<file path="src/afrc_pkg.sv">
// Package: byte codes, phase, event, reply and fault codes for the frame checker.
`default_nettype none
package afrc_pkg;

  localparam logic [7:0] CH_STX = 8'h02;
  localparam logic [7:0] CH_ETX = 8'h03;
  localparam logic [7:0] CH_EOT = 8'h04;
  localparam logic [7:0] CH_ENQ = 8'h05;
  localparam logic [7:0] CH_ACK = 8'h06;
  localparam logic [7:0] CH_LF  = 8'h0A;
  localparam logic [7:0] CH_NAK = 8'h15;
  localparam logic [7:0] CH_ETB = 8'h17;

  localparam logic [15:0] MAX_FRAME_RESET = 16'd1024;

  typedef enum logic [1:0] {
    PH_IDLE  = 2'd0,
    PH_BODY  = 2'd1,
    PH_CHECK = 2'd2,
    PH_TAIL  = 2'd3
  } phase_t;

  typedef enum logic [2:0] {
    EV_ENQ        = 3'd0,
    EV_EOT        = 3'd1,
    EV_ACK_SEEN   = 3'd2,
    EV_NAK_SEEN   = 3'd3,
    EV_FRAME_GOOD = 3'd4,
    EV_FRAME_BAD  = 3'd5
  } event_t;

  typedef enum logic [1:0] {
    RP_NONE = 2'd0,
    RP_ACK  = 2'd1,
    RP_NAK  = 2'd2
  } reply_t;

  typedef enum logic [2:0] {
    FC_NONE     = 3'd0,
    FC_MISMATCH = 3'd1,
    FC_BAD_HEX  = 3'd2,
    FC_JUNK     = 3'd3,
    FC_OVERFLOW = 3'd4
  } fault_t;

endpackage : afrc_pkg
`default_nettype wire

</file>
<file path="src/afrc_if.sv">
// Interfaces: received byte channel and event result channel.
`default_nettype none
interface afrc_rx_if;
  logic       valid;
  logic       ready;
  logic [7:0] rx_byte;

  modport source (output valid, output rx_byte, input ready);
  modport sink   (input valid, input rx_byte, output ready);
endinterface : afrc_rx_if

interface afrc_ev_if;
  logic        valid;
  logic        ready;
  logic [2:0]  event_kind;
  logic [1:0]  reply_code;
  logic [7:0]  sum_computed;
  logic [7:0]  sum_received;
  logic [15:0] frame_bytes;
  logic [2:0]  fault_cause;

  modport source (output valid, output event_kind, output reply_code, output sum_computed,
                  output sum_received, output frame_bytes, output fault_cause,
                  input ready);
  modport sink   (input valid, input event_kind, input reply_code, input sum_computed,
                  input sum_received, input frame_bytes, input fault_cause,
                  output ready);
endinterface : afrc_ev_if
`default_nettype wire

</file>
<file path="src/astm_frame_receiver_checker_unit.sv">
// Top level: frame receiver with modulo-256 checksum check and control byte events.
//
//   channel   dir  handshake      payload
//   rx        in   valid/ready    rx_byte[7:0]
//   ev        out  valid/ready    event_kind, reply_code, sums, frame_bytes, fault_cause
//   cfg       in   cfg_wr_en      cfg_wr_data[15:0] -> max_frame_bytes
//
// One byte per cycle; the frame state and any event are registered at the accepting
// edge, so the event is offered on ev from the next cycle. The single output register
// stalls rx only while an event is held and ev.ready is low. Synchronous reset returns
// to idle, limit 1024.
`default_nettype none
module astm_frame_receiver_checker_unit
  import afrc_pkg::*;
(
  input  wire logic        clk,
  input  wire logic        rst,
  afrc_rx_if.sink          rx,
  afrc_ev_if.source        ev,
  input  wire logic        cfg_wr_en,
  input  wire logic [15:0] cfg_wr_data
);

  logic [15:0] max_frame_bytes;
  phase_t      phase, phase_next;
  logic [7:0]  running_sum, running_sum_next;
  logic [7:0]  check_value, check_value_next;
  logic [1:0]  hex_count, hex_count_next;
  logic [15:0] byte_count, byte_count_next;
  fault_t      fault_seen, fault_seen_next;

  logic        out_valid;
  event_t      out_kind;
  reply_t      out_reply;
  logic [7:0]  out_sc, out_sr;
  logic [15:0] out_nb;
  fault_t      out_fc;

  logic        acc, emit;
  event_t      res_kind;
  reply_t      res_reply;
  fault_t      res_fc;
  logic [7:0]  c;
  logic        is_ctrl, is_lf, at_lim, hex_ok;
  logic [15:0] cnt_inc;
  fault_t      fault_cnt;
  logic [3:0]  nib;
  logic [1:0]  hex_inc;

  assign rx.ready = !out_valid || ev.ready;
  assign acc      = rx.valid && rx.ready;
  assign c        = rx.rx_byte;
  assign is_ctrl  = (c == CH_ENQ) || (c == CH_EOT) || (c == CH_ACK) || (c == CH_NAK);
  assign is_lf    = (c == CH_LF);

  // byte counter saturates at the limit and flags overflow once
  assign at_lim    = (byte_count >= max_frame_bytes);
  assign cnt_inc   = at_lim ? max_frame_bytes : byte_count + 16'd1;
  assign fault_cnt = (fault_seen == FC_NONE && at_lim) ? FC_OVERFLOW : fault_seen;
  assign hex_inc   = hex_count + 2'd1;

  always_comb begin
    hex_ok = 1'b1;
    nib    = 4'd0;
    if (c >= 8'h30 && c <= 8'h39) begin
      nib = c[3:0];
    end else if (c >= 8'h41 && c <= 8'h46) begin
      nib = c[3:0] + 4'd9;
    end else begin
      hex_ok = 1'b0;
    end
  end

  // next phase
  always_comb begin
    phase_next = phase;
    unique case (phase)
      PH_IDLE: begin
        if (!is_ctrl && c == CH_STX) phase_next = PH_BODY;
      end
      PH_BODY: begin
        if (c == CH_ETX || c == CH_ETB) phase_next = PH_CHECK;
      end
      PH_CHECK: begin
        if (is_lf) phase_next = PH_IDLE;
        else if (hex_inc >= 2'd2) phase_next = PH_TAIL;
      end
      PH_TAIL: begin
        if (is_lf) phase_next = PH_IDLE;
      end
      default: phase_next = PH_IDLE;
    endcase
  end

  // datapath and result
  always_comb begin
    running_sum_next = running_sum;
    check_value_next = check_value;
    hex_count_next   = hex_count;
    byte_count_next  = cnt_inc;
    fault_seen_next  = fault_cnt;
    emit             = 1'b0;
    res_kind         = EV_ENQ;
    res_reply        = RP_NONE;
    res_fc           = FC_NONE;
    unique case (phase)
      PH_IDLE: begin
        if (is_ctrl) begin
          emit             = 1'b1;
          running_sum_next = 8'd0;
          check_value_next = 8'd0;
          hex_count_next   = 2'd0;
          byte_count_next  = 16'd0;
          fault_seen_next  = FC_NONE;
          unique case (c)
            CH_ENQ: begin
              res_kind  = EV_ENQ;
              res_reply = RP_ACK;
            end
            CH_EOT:  res_kind = EV_EOT;
            CH_ACK:  res_kind = EV_ACK_SEEN;
            default: res_kind = EV_NAK_SEEN;
          endcase
        end else if (c == CH_STX) begin
          running_sum_next = 8'd0;
        end else if (fault_cnt == FC_NONE) begin
          fault_seen_next = FC_JUNK;
        end
      end
      PH_BODY: begin
        running_sum_next = running_sum + c;
        if (c == CH_ETX || c == CH_ETB) begin
          hex_count_next   = 2'd0;
          check_value_next = 8'd0;
        end
      end
      PH_CHECK, PH_TAIL: begin
        if (!is_lf) begin
          if (phase == PH_CHECK) begin
            if (!hex_ok && fault_cnt == FC_NONE) fault_seen_next = FC_BAD_HEX;
            check_value_next = {check_value[3:0], nib};
            hex_count_next   = hex_inc;
          end
        end else begin
          // LF closes the frame; an LF among the digits counts as a bad digit
          emit   = 1'b1;
          res_fc = fault_cnt;
          if (phase == PH_CHECK && res_fc == FC_NONE) res_fc = FC_BAD_HEX;
          if (res_fc == FC_NONE && check_value != running_sum) res_fc = FC_MISMATCH;
          res_kind         = (res_fc == FC_NONE) ? EV_FRAME_GOOD : EV_FRAME_BAD;
          res_reply        = (res_fc == FC_NONE) ? RP_ACK : RP_NAK;
          running_sum_next = 8'd0;
          check_value_next = 8'd0;
          hex_count_next   = 2'd0;
          byte_count_next  = 16'd0;
          fault_seen_next  = FC_NONE;
        end
      end
      default: ;
    endcase
  end

  always_ff @(posedge clk) begin
    if (rst) begin
      max_frame_bytes <= MAX_FRAME_RESET;
      phase           <= PH_IDLE;
      running_sum     <= 8'd0;
      check_value     <= 8'd0;
      hex_count       <= 2'd0;
      byte_count      <= 16'd0;
      fault_seen      <= FC_NONE;
      out_valid       <= 1'b0;
    end else begin
      if (cfg_wr_en) max_frame_bytes <= cfg_wr_data;
      if (acc) begin
        phase       <= phase_next;
        running_sum <= running_sum_next;
        check_value <= check_value_next;
        hex_count   <= hex_count_next;
        byte_count  <= byte_count_next;
        fault_seen  <= fault_seen_next;
      end
      if (acc && emit) out_valid <= 1'b1;
      else if (ev.ready) out_valid <= 1'b0;
    end
  end

  // result register, payload only
  always_ff @(posedge clk) begin
    if (acc && emit) begin
      out_kind  <= res_kind;
      out_reply <= res_reply;
      out_fc    <= res_fc;
      out_sc    <= (res_kind == EV_FRAME_GOOD || res_kind == EV_FRAME_BAD) ? running_sum : 8'd0;
      out_sr    <= (res_kind == EV_FRAME_GOOD || res_kind == EV_FRAME_BAD) ? check_value : 8'd0;
      out_nb    <= (res_kind == EV_FRAME_GOOD || res_kind == EV_FRAME_BAD) ? cnt_inc : 16'd0;
    end
  end

  assign ev.valid        = out_valid;
  assign ev.event_kind   = out_kind;
  assign ev.reply_code   = out_reply;
  assign ev.sum_computed = out_sc;
  assign ev.sum_received = out_sr;
  assign ev.frame_bytes  = out_nb;
  assign ev.fault_cause  = out_fc;

  a_no_stored_mismatch: assert property (@(posedge clk) disable iff (rst)
    fault_seen != FC_MISMATCH)
    else $error("mismatch held as a recorded fault");

  a_idle_clean: assert property (@(posedge clk) disable iff (rst)
    phase == PH_IDLE |-> (running_sum == 8'd0 && check_value == 8'd0 && hex_count == 2'd0))
    else $error("idle with frame sums not cleared");

  a_good_frame: assert property (@(posedge clk) disable iff (rst)
    (out_valid && out_kind == EV_FRAME_GOOD) |->
      (out_fc == FC_NONE && out_sc == out_sr && out_reply == RP_ACK))
    else $error("good frame event with fault or unequal sums");

  a_no_overrun: assert property (@(posedge clk) disable iff (rst)
    (out_valid && !ev.ready) |=> (out_valid && $stable(out_kind) && $stable(out_nb)))
    else $error("held event overwritten");

endmodule : astm_frame_receiver_checker_unit
`default_nettype wire
</file>
<file path="src/flat_wrapper.sv">
// flat-port wrapper written by rule: the top's interface ports become plain ports
module astm_frame_receiver_checker_unit_flat import afrc_pkg::*;
  (clk, rst, cfg_wr_en, cfg_wr_data, rx_valid, rx_rx_byte, rx_ready, ev_valid, ev_event_kind, ev_reply_code, ev_sum_computed, ev_sum_received, ev_frame_bytes, ev_fault_cause, ev_ready);
  afrc_rx_if rx_i ();
  afrc_ev_if ev_i ();
  input  wire logic clk;
  input  wire logic rst;
  input  wire logic cfg_wr_en;
  input  wire logic [15:0] cfg_wr_data;
  input wire logic [$bits(rx_i.valid)-1:0] rx_valid;
  input wire logic [$bits(rx_i.rx_byte)-1:0] rx_rx_byte;
  output wire logic [$bits(rx_i.ready)-1:0] rx_ready;
  output wire logic [$bits(ev_i.valid)-1:0] ev_valid;
  output wire logic [$bits(ev_i.event_kind)-1:0] ev_event_kind;
  output wire logic [$bits(ev_i.reply_code)-1:0] ev_reply_code;
  output wire logic [$bits(ev_i.sum_computed)-1:0] ev_sum_computed;
  output wire logic [$bits(ev_i.sum_received)-1:0] ev_sum_received;
  output wire logic [$bits(ev_i.frame_bytes)-1:0] ev_frame_bytes;
  output wire logic [$bits(ev_i.fault_cause)-1:0] ev_fault_cause;
  input wire logic [$bits(ev_i.ready)-1:0] ev_ready;
  assign rx_i.valid = rx_valid;
  assign rx_i.rx_byte = rx_rx_byte;
  assign rx_ready = rx_i.ready;
  assign ev_valid = ev_i.valid;
  assign ev_event_kind = ev_i.event_kind;
  assign ev_reply_code = ev_i.reply_code;
  assign ev_sum_computed = ev_i.sum_computed;
  assign ev_sum_received = ev_i.sum_received;
  assign ev_frame_bytes = ev_i.frame_bytes;
  assign ev_fault_cause = ev_i.fault_cause;
  assign ev_i.ready = ev_ready;
  astm_frame_receiver_checker_unit u_core (.clk(clk), .rst(rst), .rx(rx_i), .ev(ev_i), .cfg_wr_en(cfg_wr_en), .cfg_wr_data(cfg_wr_data));
endmodule
</file>
<file path="config.mk">
export PLATFORM = sky130hd
export DESIGN_NAME = astm_frame_receiver_checker_unit_flat
export DESIGN_NICKNAME = d
export VERILOG_FILES = /design/src/afrc_pkg.sv /design/src/afrc_if.sv /design/src/astm_frame_receiver_checker_unit.sv /design/src/flat_wrapper.sv
export SDC_FILE = /design/constraint.sdc
export NUM_CORES = 1
export LEC_CHECK = 0
export BUFFER_PORTS_ARGS = -buffer_cell sky130_fd_sc_hd__buf_4
export CAP_MARGIN = 10
export CORE_AREA = 4 4 100 111
export CTS_BUF_LIST = sky130_fd_sc_hd__clkbuf_2
export DETAILED_ROUTE_END_ITERATION = 12
export DIE_AREA = 0 0 104 115
export PLACE_DENSITY = 0.75
export SYNTH_ARGS = -nofsm -noshare
export SYNTH_HDL_FRONTEND = slang
export SYNTH_SLANG_ARGS = --single-unit
</file>
<file path="constraint.sdc">
create_clock -name clk -period 4.85 [get_ports clk]
set_input_delay 0.485 -clock clk [delete_from_list [all_inputs] [get_ports clk]]
set_output_delay 0.485 -clock clk [all_outputs]
set_load 0.03 [all_outputs]
</file>
==> results of run 1 <==
[cells in the mapped netlist (9+ instances only)]
| master | instances | area share |
|---|---|---|
| sky130_fd_sc_hd__inv_1 | 36 | 0.025 |
| sky130_fd_sc_hd__buf_2 | 13 | 0.012 |
| sky130_fd_sc_hd__nand3_1 | 27 | 0.025 |
| sky130_fd_sc_hd__nor3_1 | 14 | 0.013 |
| sky130_fd_sc_hd__nor2_1 | 51 | 0.035 |
| sky130_fd_sc_hd__a211oi_1 | 10 | 0.014 |
| sky130_fd_sc_hd__nand2_1 | 48 | 0.033 |
| sky130_fd_sc_hd__a31oi_1 | 13 | 0.015 |
| sky130_fd_sc_hd__xor2_1 | 11 | 0.018 |
| sky130_fd_sc_hd__edfxtp_1 | 40 | 0.22 |
| sky130_fd_sc_hd__clkbuf_1 | 17 | 0.012 |
| sky130_fd_sc_hd__o21ai_0 | 12 | 0.011 |
| sky130_fd_sc_hd__dfxtp_1 | 56 | 0.21 |
| sky130_fd_sc_hd__a21oi_1 | 36 | 0.033 |
| sky130_fd_sc_hd__xnor2_1 | 9 | 0.015 |
| sky130_fd_sc_hd__and3_1 | 25 | 0.029 |
| sky130_fd_sc_hd__ha_1 | 29 | 0.067 |
| sky130_fd_sc_hd__mux2i_1 | 28 | 0.052 |
[logic make-up (layout without fill, tap and decap cells)]
kind of cell	count (synthesis)	count (layout)	share of synthesized area
multiplexers	28	28	0.0520
XOR/XNOR	20	20	0.0325
AO/OA/AOI/OAI	125	125	0.158
AND/OR/NAND/NOR	208	208	0.201
buffers and inverters	69	126	0.0545
flip-flops	96	96	0.431
adder cells (fa/ha/maj)	30	30	0.0710
[metal layers]
| metal | vias up | track usage |
|---|---|---|
| met1 | 2175 | 0.250 |
| li1 | 2200 | - |
| met2 | 167 | 0.412 |
| met4 | 0 | 0.103 |
| met5 | - | 0 |
| met3 | 32 | 0.0314 |
[worst min path at each step]
stage	startpoint	to	slack, ns	depth (start not counted)
global placement	u_core.check_value[4]	u_core.check_value[4]	0.47	2
CTS	cfg_wr_data[10]	u_core.max_frame_bytes[10]	0.09	3
detailed placement	u_core.check_value[7]	u_core.check_value[7]	0.47	2
global route	cfg_wr_data[10]	u_core.max_frame_bytes[10]	0.05	3
finish	cfg_wr_data[10]	u_core.max_frame_bytes[10]	0.11	3
floorplan	u_core.check_value[4]	u_core.check_value[4]	0.45	2
[state kept, by name, summed over array words and instances, names as in the netlist]
| register | count |
|---|---|
| u_core.byte_count | 16 |
| u_core.ev.frame_bytes | 16 |
| u_core.max_frame_bytes | 16 |
| u_core.check_value | 8 |
| u_core.ev.sum_computed | 8 |
| u_core.ev.sum_received | 8 |
| u_core.running_sum | 8 |
| u_core.ev.event_kind | 3 |
| u_core.ev.fault_cause | 3 |
| u_core.fault_seen | 3 |
| u_core.ev.reply_code | 2 |
| u_core.hex_count | 2 |
| u_core.phase | 2 |
| u_core.ev.valid | 1 |
[per-stage QoR]
stage / hold slack, ns / instances / setup WS, ns / total power, uW / util
final: 0.114 / 753 / 1.72 / 1480 / 0.615
after global routing: 0.0539 / 753 / 1.46 / 1550 / 0.615
after CTS: 0.0907 / 752 / 1.71 / 1490 / 0.614
after detailed placement: 0.474 / 736 / 1.66 / 1030 / 0.600
after global placement: 0.465 / 736 / 1.80 / 1030 / 0.600
after floorplan: 0.452 / 576 / 1.97 / 987 / -
[power groups by stage]
stage          combinational [uW]  clock [uW]  sequential [uW]
5_1_grt                       174         502              869
2_1_floorplan                 109           0              878
3_5_place_dp                  153           0              882
3_3_place_gp                  148           0              881
4_1_cts                       154         468              866
6_report                      155         462              866
[worst max-delay path: stages, from the launching register on]
cell and delay [ns]:
sky130_fd_sc_hd__dfxtp_1 0.44, sky130_fd_sc_hd__inv_1 0.06, sky130_fd_sc_hd__ha_1 0.31, sky130_fd_sc_hd__nand4_1 0.12, sky130_fd_sc_hd__nor3_1 0.24, sky130_fd_sc_hd__nor4b_2 0.50
sky130_fd_sc_hd__or3_1 0.85, sky130_fd_sc_hd__nor3_1 0.16, sky130_fd_sc_hd__a211oi_1 0.29
[layout by cell type (no fill, tap or decap), drive strengths merged, types with 27 or more instances in the layout]
cell    Yosys  routed
buf        16      74
inv        36      38
dfxtp      56      56
a21oi      37      37
nand2      48      48
mux2i      28      28
ha         29      29
nand3      27      27
edfxtp     40      40
nor2       51      51
[final cells by class]
type	count	area share
Clock buffer	10	0.00823
Clock inverter	6	0.0150
Inverter	36	0.0222
Multi-Input combinational cell	411	0.456
Sequential cell	96	0.382
Tap cell	120	0.0247
Timing Repair Buffer	74	0.0919
==> results, run 1 <==
- The flow ran to the end, and the final reports show no timing, DRC or antenna violations.
- The critical path endpoint category is a flop.
- The via count of the first global-routing pass was 4457.
- 71 I/O pins were placed.
- The die area is 0.0120 sq mm.
- The detail route stage leaves a number of antenna-violating nets equal to 0.
- The share of total power dissipated in sequential elements is 0.584.
- The slew of the pin with the lowest slew margin is 1.22 ns.
- The cell area after technology mapping is 0.00539 sq mm.
- The top layer used by detailed routing is met4.
- The maximum achievable frequency is 319 MHz.
- The congestion estimate from routability-driven global placement came to 0.902.
- The number of different library cells used by synthesis comes to 62.
- The number of instances resized during post-cts repair is 0.
- After global routing the overflow that remains totals 0.
- The worst path needs 3.13 ns of the cycle, external delays included.
- The maximum buffer depth of the clock tree is 2.
- The count of hold buffers inserted by post-cts repair is 0.
- The filler cells instantiated in the layout total 862.
- The design internal power is 1090 uW.
- The clock latency on the worst-skew pair is 0.58 ns.
- The total CTS buffers is 9.
- The number of H-tree branching levels is 3.
- After clock tree synthesis, the setup repair step added 0 buffers.
- Setup slack on the worst reg-to-reg path comes out at 1.72 ns.
- Of all nets on the critical path, the largest fanout is 27.
- Data on the critical path is required at its endpoint by 5.27 ns.
- The number of pins with negative max-slew slack in the final report is 0.
- For this block, the initial DRC count from the detailed router was 274.
- The first-pass GRT wire length is 21400 um.
- From bottom edge to top edge, the die measures 115 um.
- The number of search-and-repair iterations in the first detailed-routing pass is 5.
- The detail-routed net length per standard cell is 17.2 um.
- The register area is 0.00232 sq mm.
- VDD sags by at most 157 uV.
- The starting density of the core is 0.545.
- The async set-reset flop share out of synthesis is 0.
- For this design the ratio of total power to cell area is 244 mW/mm^2.
- The area growth from synthesis to layout is 12.8%.
- The number of antenna violations at the first check in global routing was 0.
- The analysis attributes to net switching a power of 392 uW.
- The type of the most critical hold path is input port to flop.
- The clock transition at the register clock pins on the worst setup and hold paths after CTS is 0.26 ns.
- The number of antenna diodes in the final layout is 0.
- Of the total power, the share spent switching nets is 0.264.
- For this run, design rule violations remaining after detail routing come to 0.
- For this run, the post-layout net count is 687.
- In the global route stage, overall resource usage came out at 0.220.
- The horizontal extent of the die is 104 um.
- The leakage power is 0.00257 uW.
- The number of hold-slack violations in the final timing report was 0.
- The portion of total power attributed to combinational logic is 0.104.
- The relative slew slack is 0.184.
- Of the synthesized area, sequential elements account for 0.431.
- Wires add up to 13000 um.
- The area inside the core boundary is 0.00989 sq mm.
- The routed length on met2 is 6580 um.
- The post-synthesis cell count is 576.
- The number of enable-type register cells in the synthesized netlist is 40.
- The total cell area at the placement stage is 0.00593 sq mm.
- The flop and latch count out of synthesis is 96.
- The post-route met1 wirelength is 5190 um.
- The worst setup path is of the flop to flop kind.
- In the final layout, the share of cells above drive strength 1 is 0.164.
- The final design area excluding fillers is 0.00608 sq mm.
- The cell chosen for the clock root is sky130_fd_sc_hd__clkbuf_2.
- The detail-routed via count per cell is 6.07.
- Summing all multi-input logic gate instances after layout gives 0.00278 sq mm.
- Setup repair after global routing left no endpoint under its margin.
- The worst setup skew after layout is 0.0250 ns.
- The maximum number of pins on one net before global-route repair is 44.
- STA classifies the critical path startpoint as a flop.
- Of the total power, the clock network draws 0.312.
- The endpoint identified for the worst register-to-register timing path is u_core.ev.frame_bytes[11].
- Once detailed placement completed, the half-perimeter wirelength came to 9360 um.
- The number of max-capacitance violations reported is 0.
- The total number of yosys warnings is 0.
- The share of the clock period used by the worst path after layout is 0.646.
- The synthesized net count is 635.
- In this run the critical register-to-register path is launched from u_core.max_frame_bytes[15].
- In this run the worst setup path begins at u_core.max_frame_bytes[15].
- The per-instance average area after synthesis is 9.36 sq um.
- TritonCTS built the clock tree.
- In the detailed route, the total length drawn on met3 is 790 um.
- The main flop type after synthesis is sky130_fd_sc_hd__dfxtp_1.
- The number of sinks driven by the clock tree is 96.
- The worst path arrival time is 3.55 ns.
- The number of buffer cells added on primary ports is 70.
- The initialized floorplan defines 38 standard-cell rows.
- Measured in cells, the most critical reg-to-reg path has a length of 8.
- The summed negative setup slack over all endpoints is 0 ns.
- Across all layers, the routed design uses 4574 vias.
- The number of setup violations in the final report is 0.
- The worst setup path endpoint is u_core.ev.frame_bytes[11].
No activity file was read; power rests on OpenSTA's default activity.
==> run 2: changes to the inputs <==
--- a/config.mk
+++ b/config.mk
@@ -7,11 +7,11 @@
 export LEC_CHECK = 0
 export BUFFER_PORTS_ARGS = -buffer_cell sky130_fd_sc_hd__buf_4
 export CAP_MARGIN = 10
-export CORE_AREA = 4 4 100 111
+export CORE_AREA = 4 4 101 112
 export CTS_BUF_LIST = sky130_fd_sc_hd__clkbuf_2
 export DETAILED_ROUTE_END_ITERATION = 12
-export DIE_AREA = 0 0 104 115
-export PLACE_DENSITY = 0.75
+export DIE_AREA = 0 0 105 116
+export PLACE_DENSITY = 0.77
 export SYNTH_ARGS = -nofsm -noshare
 export SYNTH_HDL_FRONTEND = slang
 export SYNTH_SLANG_ARGS = --single-unit
==> constraint.sdc (replaced) <==
create_clock -name clk -period 2.62 [get_ports clk]
set_input_delay 0.262 -clock clk [delete_from_list [all_inputs] [get_ports clk]]
set_output_delay 0.262 -clock clk [all_outputs]
set_load 0.03 [all_outputs]
==> results, run 2 (same netlist as run 1, synthesis figures left out) <==
- The time the final worst path needs with I/O delays and setup is 2.49 ns (was 3.13 ns).
- The number of hold-slack violations in the final timing report was 0 (unchanged).
- The weighted congestion at the end of routability-driven global placement is 0.908 (was 0.902).
- The final-stage net count is 730 (was 687).
- The iteration-0 DRC count of the detailed router is 305 (was 274).
- The top layer used by detailed routing was met4 (unchanged).
- The die area is 0.0122 sq mm (was 0.0120 sq mm).
- The peak supply drop is 289 uV (was 157 uV).
- The total I/O pin count is 71 (unchanged).
- The most common cell after layout, fill and taps aside is sky130_fd_sc_hd__buf_4 (unchanged).
- The number of max-capacitance violations reported is 0 (unchanged).
- The maximum achievable frequency came to 402 MHz (was 319 MHz).
- The height of the die is 116 um (was 115 um).
- The row count came to 39 (was 38).
- The total CTS buffers came to 9 (unchanged).
- The number of pins with negative max-slew slack in the final report is 0 (unchanged).
- The routed length on met2 is 7010 um (was 6580 um).
- The count of nets left with antenna violations after detail routing was 0 (unchanged).
- The TritonCTS clock tree is built (unchanged).
- The maximum buffer depth of the clock tree is 2 (unchanged).
- The share of the clock period used by the worst path after layout was 0.949 (was 0.646).
- The critical setup path kind is flop to flop (unchanged).
- Run status: complete, no violations (unchanged).
- The maximum number of pins on one net before global-route repair was 44 (unchanged).
- The type of origin of the critical path is a flop (unchanged).
- The summed negative setup slack over all endpoints is 0 ns (unchanged).
- The internal reg-to-reg setup slack is 0.13 ns (was 1.72 ns).
- The starting density of the core is 0.526 (was 0.545).
- The fraction of layout instances using a drive strength above 1 came to 0.198 (was 0.164).
- The number of setup violations in the final report is 0 (unchanged).
- The cell chosen for the clock root is sky130_fd_sc_hd__clkbuf_2 (unchanged).
- The number of search-and-repair iterations in the first detailed-routing pass is 5 (unchanged).
- The endpoint of the most critical register-to-register path is u_core.ev.frame_bytes[10] (was u_core.ev.frame_bytes[11]).
- The total length of routed met3 wires is 821 um (was 790 um).
- The overall global routing resource usage is 0.231 (was 0.220).
- The type of the most critical hold path is input port to flop (unchanged).
- The aggregate global routing overflow is 0 (unchanged).
- The number of buffer cells added on primary ports is 70 (unchanged).
- The critical hold path startpoint was rst (was cfg_wr_data[10]).
- The signed area change from the synthesized netlist to the final layout is 20.6% (was 12.8%).
- The required time at the endpoint of the critical path is 3.01 ns (was 5.27 ns).
- The area inside the core boundary came to 0.0102 sq mm (was 0.00989 sq mm).
- The total power density per cell area is 418 mW/mm^2 (was 244 mW/mm^2).
- The via count of the first global-routing pass was 4664 (was 4457).
- The total number of vias is 4772 (was 4574).
- The final design area excluding fillers is 0.00650 sq mm (was 0.00608 sq mm).
- The number of inserted filler cells in the final layout was 825 (was 862).
- The clock latency on the worst-skew pair came to 0.60 ns (was 0.58 ns).
- The detail-routed net length per standard cell is 17.1 um (was 17.2 um).
- The residual DRC count is 0 (unchanged).
- The horizontal extent of the die is 105 um (was 104 um).
- The number of sinks driven by the clock tree is 96 (unchanged).
- The antenna diode count was 0 (unchanged).
- The largest fanout on the critical path is 13 (was 27).
- The first-pass GRT wire length was 22500 um (was 21400 um).
- The slew of the pin with the lowest slew margin was 1.20 ns (was 1.22 ns).
- The number of H-tree branching levels was 3 (unchanged).
- The overall routed net length was 13600 um (was 13000 um).
- The post-route met1 wirelength is 5370 um (was 5190 um).
- The worst path arrival time is 2.88 ns (was 3.55 ns).
- The number of antenna violations at the first check in global routing is 0 (unchanged).
- The clock transition at the register clock pins on the worst setup and hold paths after CTS is 0.27 ns (was 0.26 ns).
- The cell depth of the worst hold path is 2 (was 3).
- The detail-routed via count per cell was 5.97 (was 6.07).
- The cell count of the worst reg-to-reg path is 8 (unchanged).
- The total cell area at the placement stage was 0.00615 sq mm (was 0.00593 sq mm).
- The leakage power is 0.00277 uW (was 0.00257 uW).
- The critical register-to-register path startpoint is u_core.byte_count[0] (was u_core.max_frame_bytes[15]).
- The worst setup skew after layout is 0.0295 ns (was 0.0250 ns).
- The critical path endpoint category is a flop (unchanged).
- The detailed placer's ending HPWL is 9790 um (was 9360 um).
- Top library cells by usage in the layout, fill and taps aside: sky130_fd_sc_hd__buf_4 (97), sky130_fd_sc_hd__dfxtp_1 (55), sky130_fd_sc_hd__nor2_1 (51) (was sky130_fd_sc_hd__buf_4 (73), sky130_fd_sc_hd__dfxtp_1 (56), sky130_fd_sc_hd__nor2_1 (51)).
- The end point of the worst hold path is u_core.check_value[2] (was u_core.max_frame_bytes[10]).
- The relative slew slack was 0.195 (was 0.184).
## run 2: final cells by class
type	instances	area, sq um	share of cell area
multi-input combinational	411	2810	0.432
sequential	96	2320	0.357
clock inverter	6	68.8	0.0106
timing repair buffer	117	958	0.147
clock buffer	10	50.0	0.00770
inverter	36	139	0.0214
tap	123	154	0.0237
## run 2: layer usage
layer,vias to the layer above,GRT usage
li1,2283,-
met4,0,0.116
met5,-,0
met1,2280,0.266
met3,37,0.0301
met2,172,0.424
## run 2: what timing repair did
item / in CTS / in global routing
setup buffers: 0 / 4
hold endpoints to repair: 17 / 0
endpoints found under the setup margin: 0 / 14
gates resized for setup: 0 / 5
hold buffers: 17 / 0
## run 2: worst max-delay path, cell delays in order (launching register included)
cell and delay (ns):
sky130_fd_sc_hd__dfxtp_2 0.39, sky130_fd_sc_hd__inv_1 0.04, sky130_fd_sc_hd__ha_1 0.28, sky130_fd_sc_hd__nand2b_1 0.18, sky130_fd_sc_hd__a2111oi_4 0.35, sky130_fd_sc_hd__nor4b_4 0.09
sky130_fd_sc_hd__or3_1 0.39, sky130_fd_sc_hd__buf_4 0.20, sky130_fd_sc_hd__o311a_1 0.35
## run 2: worst max-delay path by stage
stage	from	to	slack, ns
2_1_floorplan	u_core.byte_count[0]	u_core.ev.frame_bytes[6]	0.09
3_3_place_gp	u_core.byte_count[0]	u_core.ev.frame_bytes[8]	0.15
3_5_place_dp	rx_rx_byte[0]	u_core.byte_count[6]	0.08
4_1_cts	u_core.byte_count[0]	u_core.ev.frame_bytes[15]	0.06
5_1_grt	u_core.max_frame_bytes[11]	u_core.ev.frame_bytes[13]	-0.02
6_report	u_core.byte_count[0]	u_core.ev.frame_bytes[10]	0.13
## run 2: power by group
part / switching (uW) / leakage [uW] / internal [uW] / total (uW)
sequential: 25.1 / 0.000835 / 1570 / 1600
clock: 531 / 0.0000782 / 234 / 765
combinational: 192 / 0.00186 / 159 / 351
## run 2: stage by stage
stage	util	total power, uW	hold slack, ns	worst slack (ns)	instances
floorplan	-	1830	0.392	0.0943	576
global placement	0.600	1920	0.465	0.155	762
detailed placement	0.600	1940	0.477	0.0801	762
CTS	0.628	2700	0.0699	0.0641	795
global route	0.634	2840	0.0531	-0.0186	799
finish	0.634	2720	0.0804	0.133	799
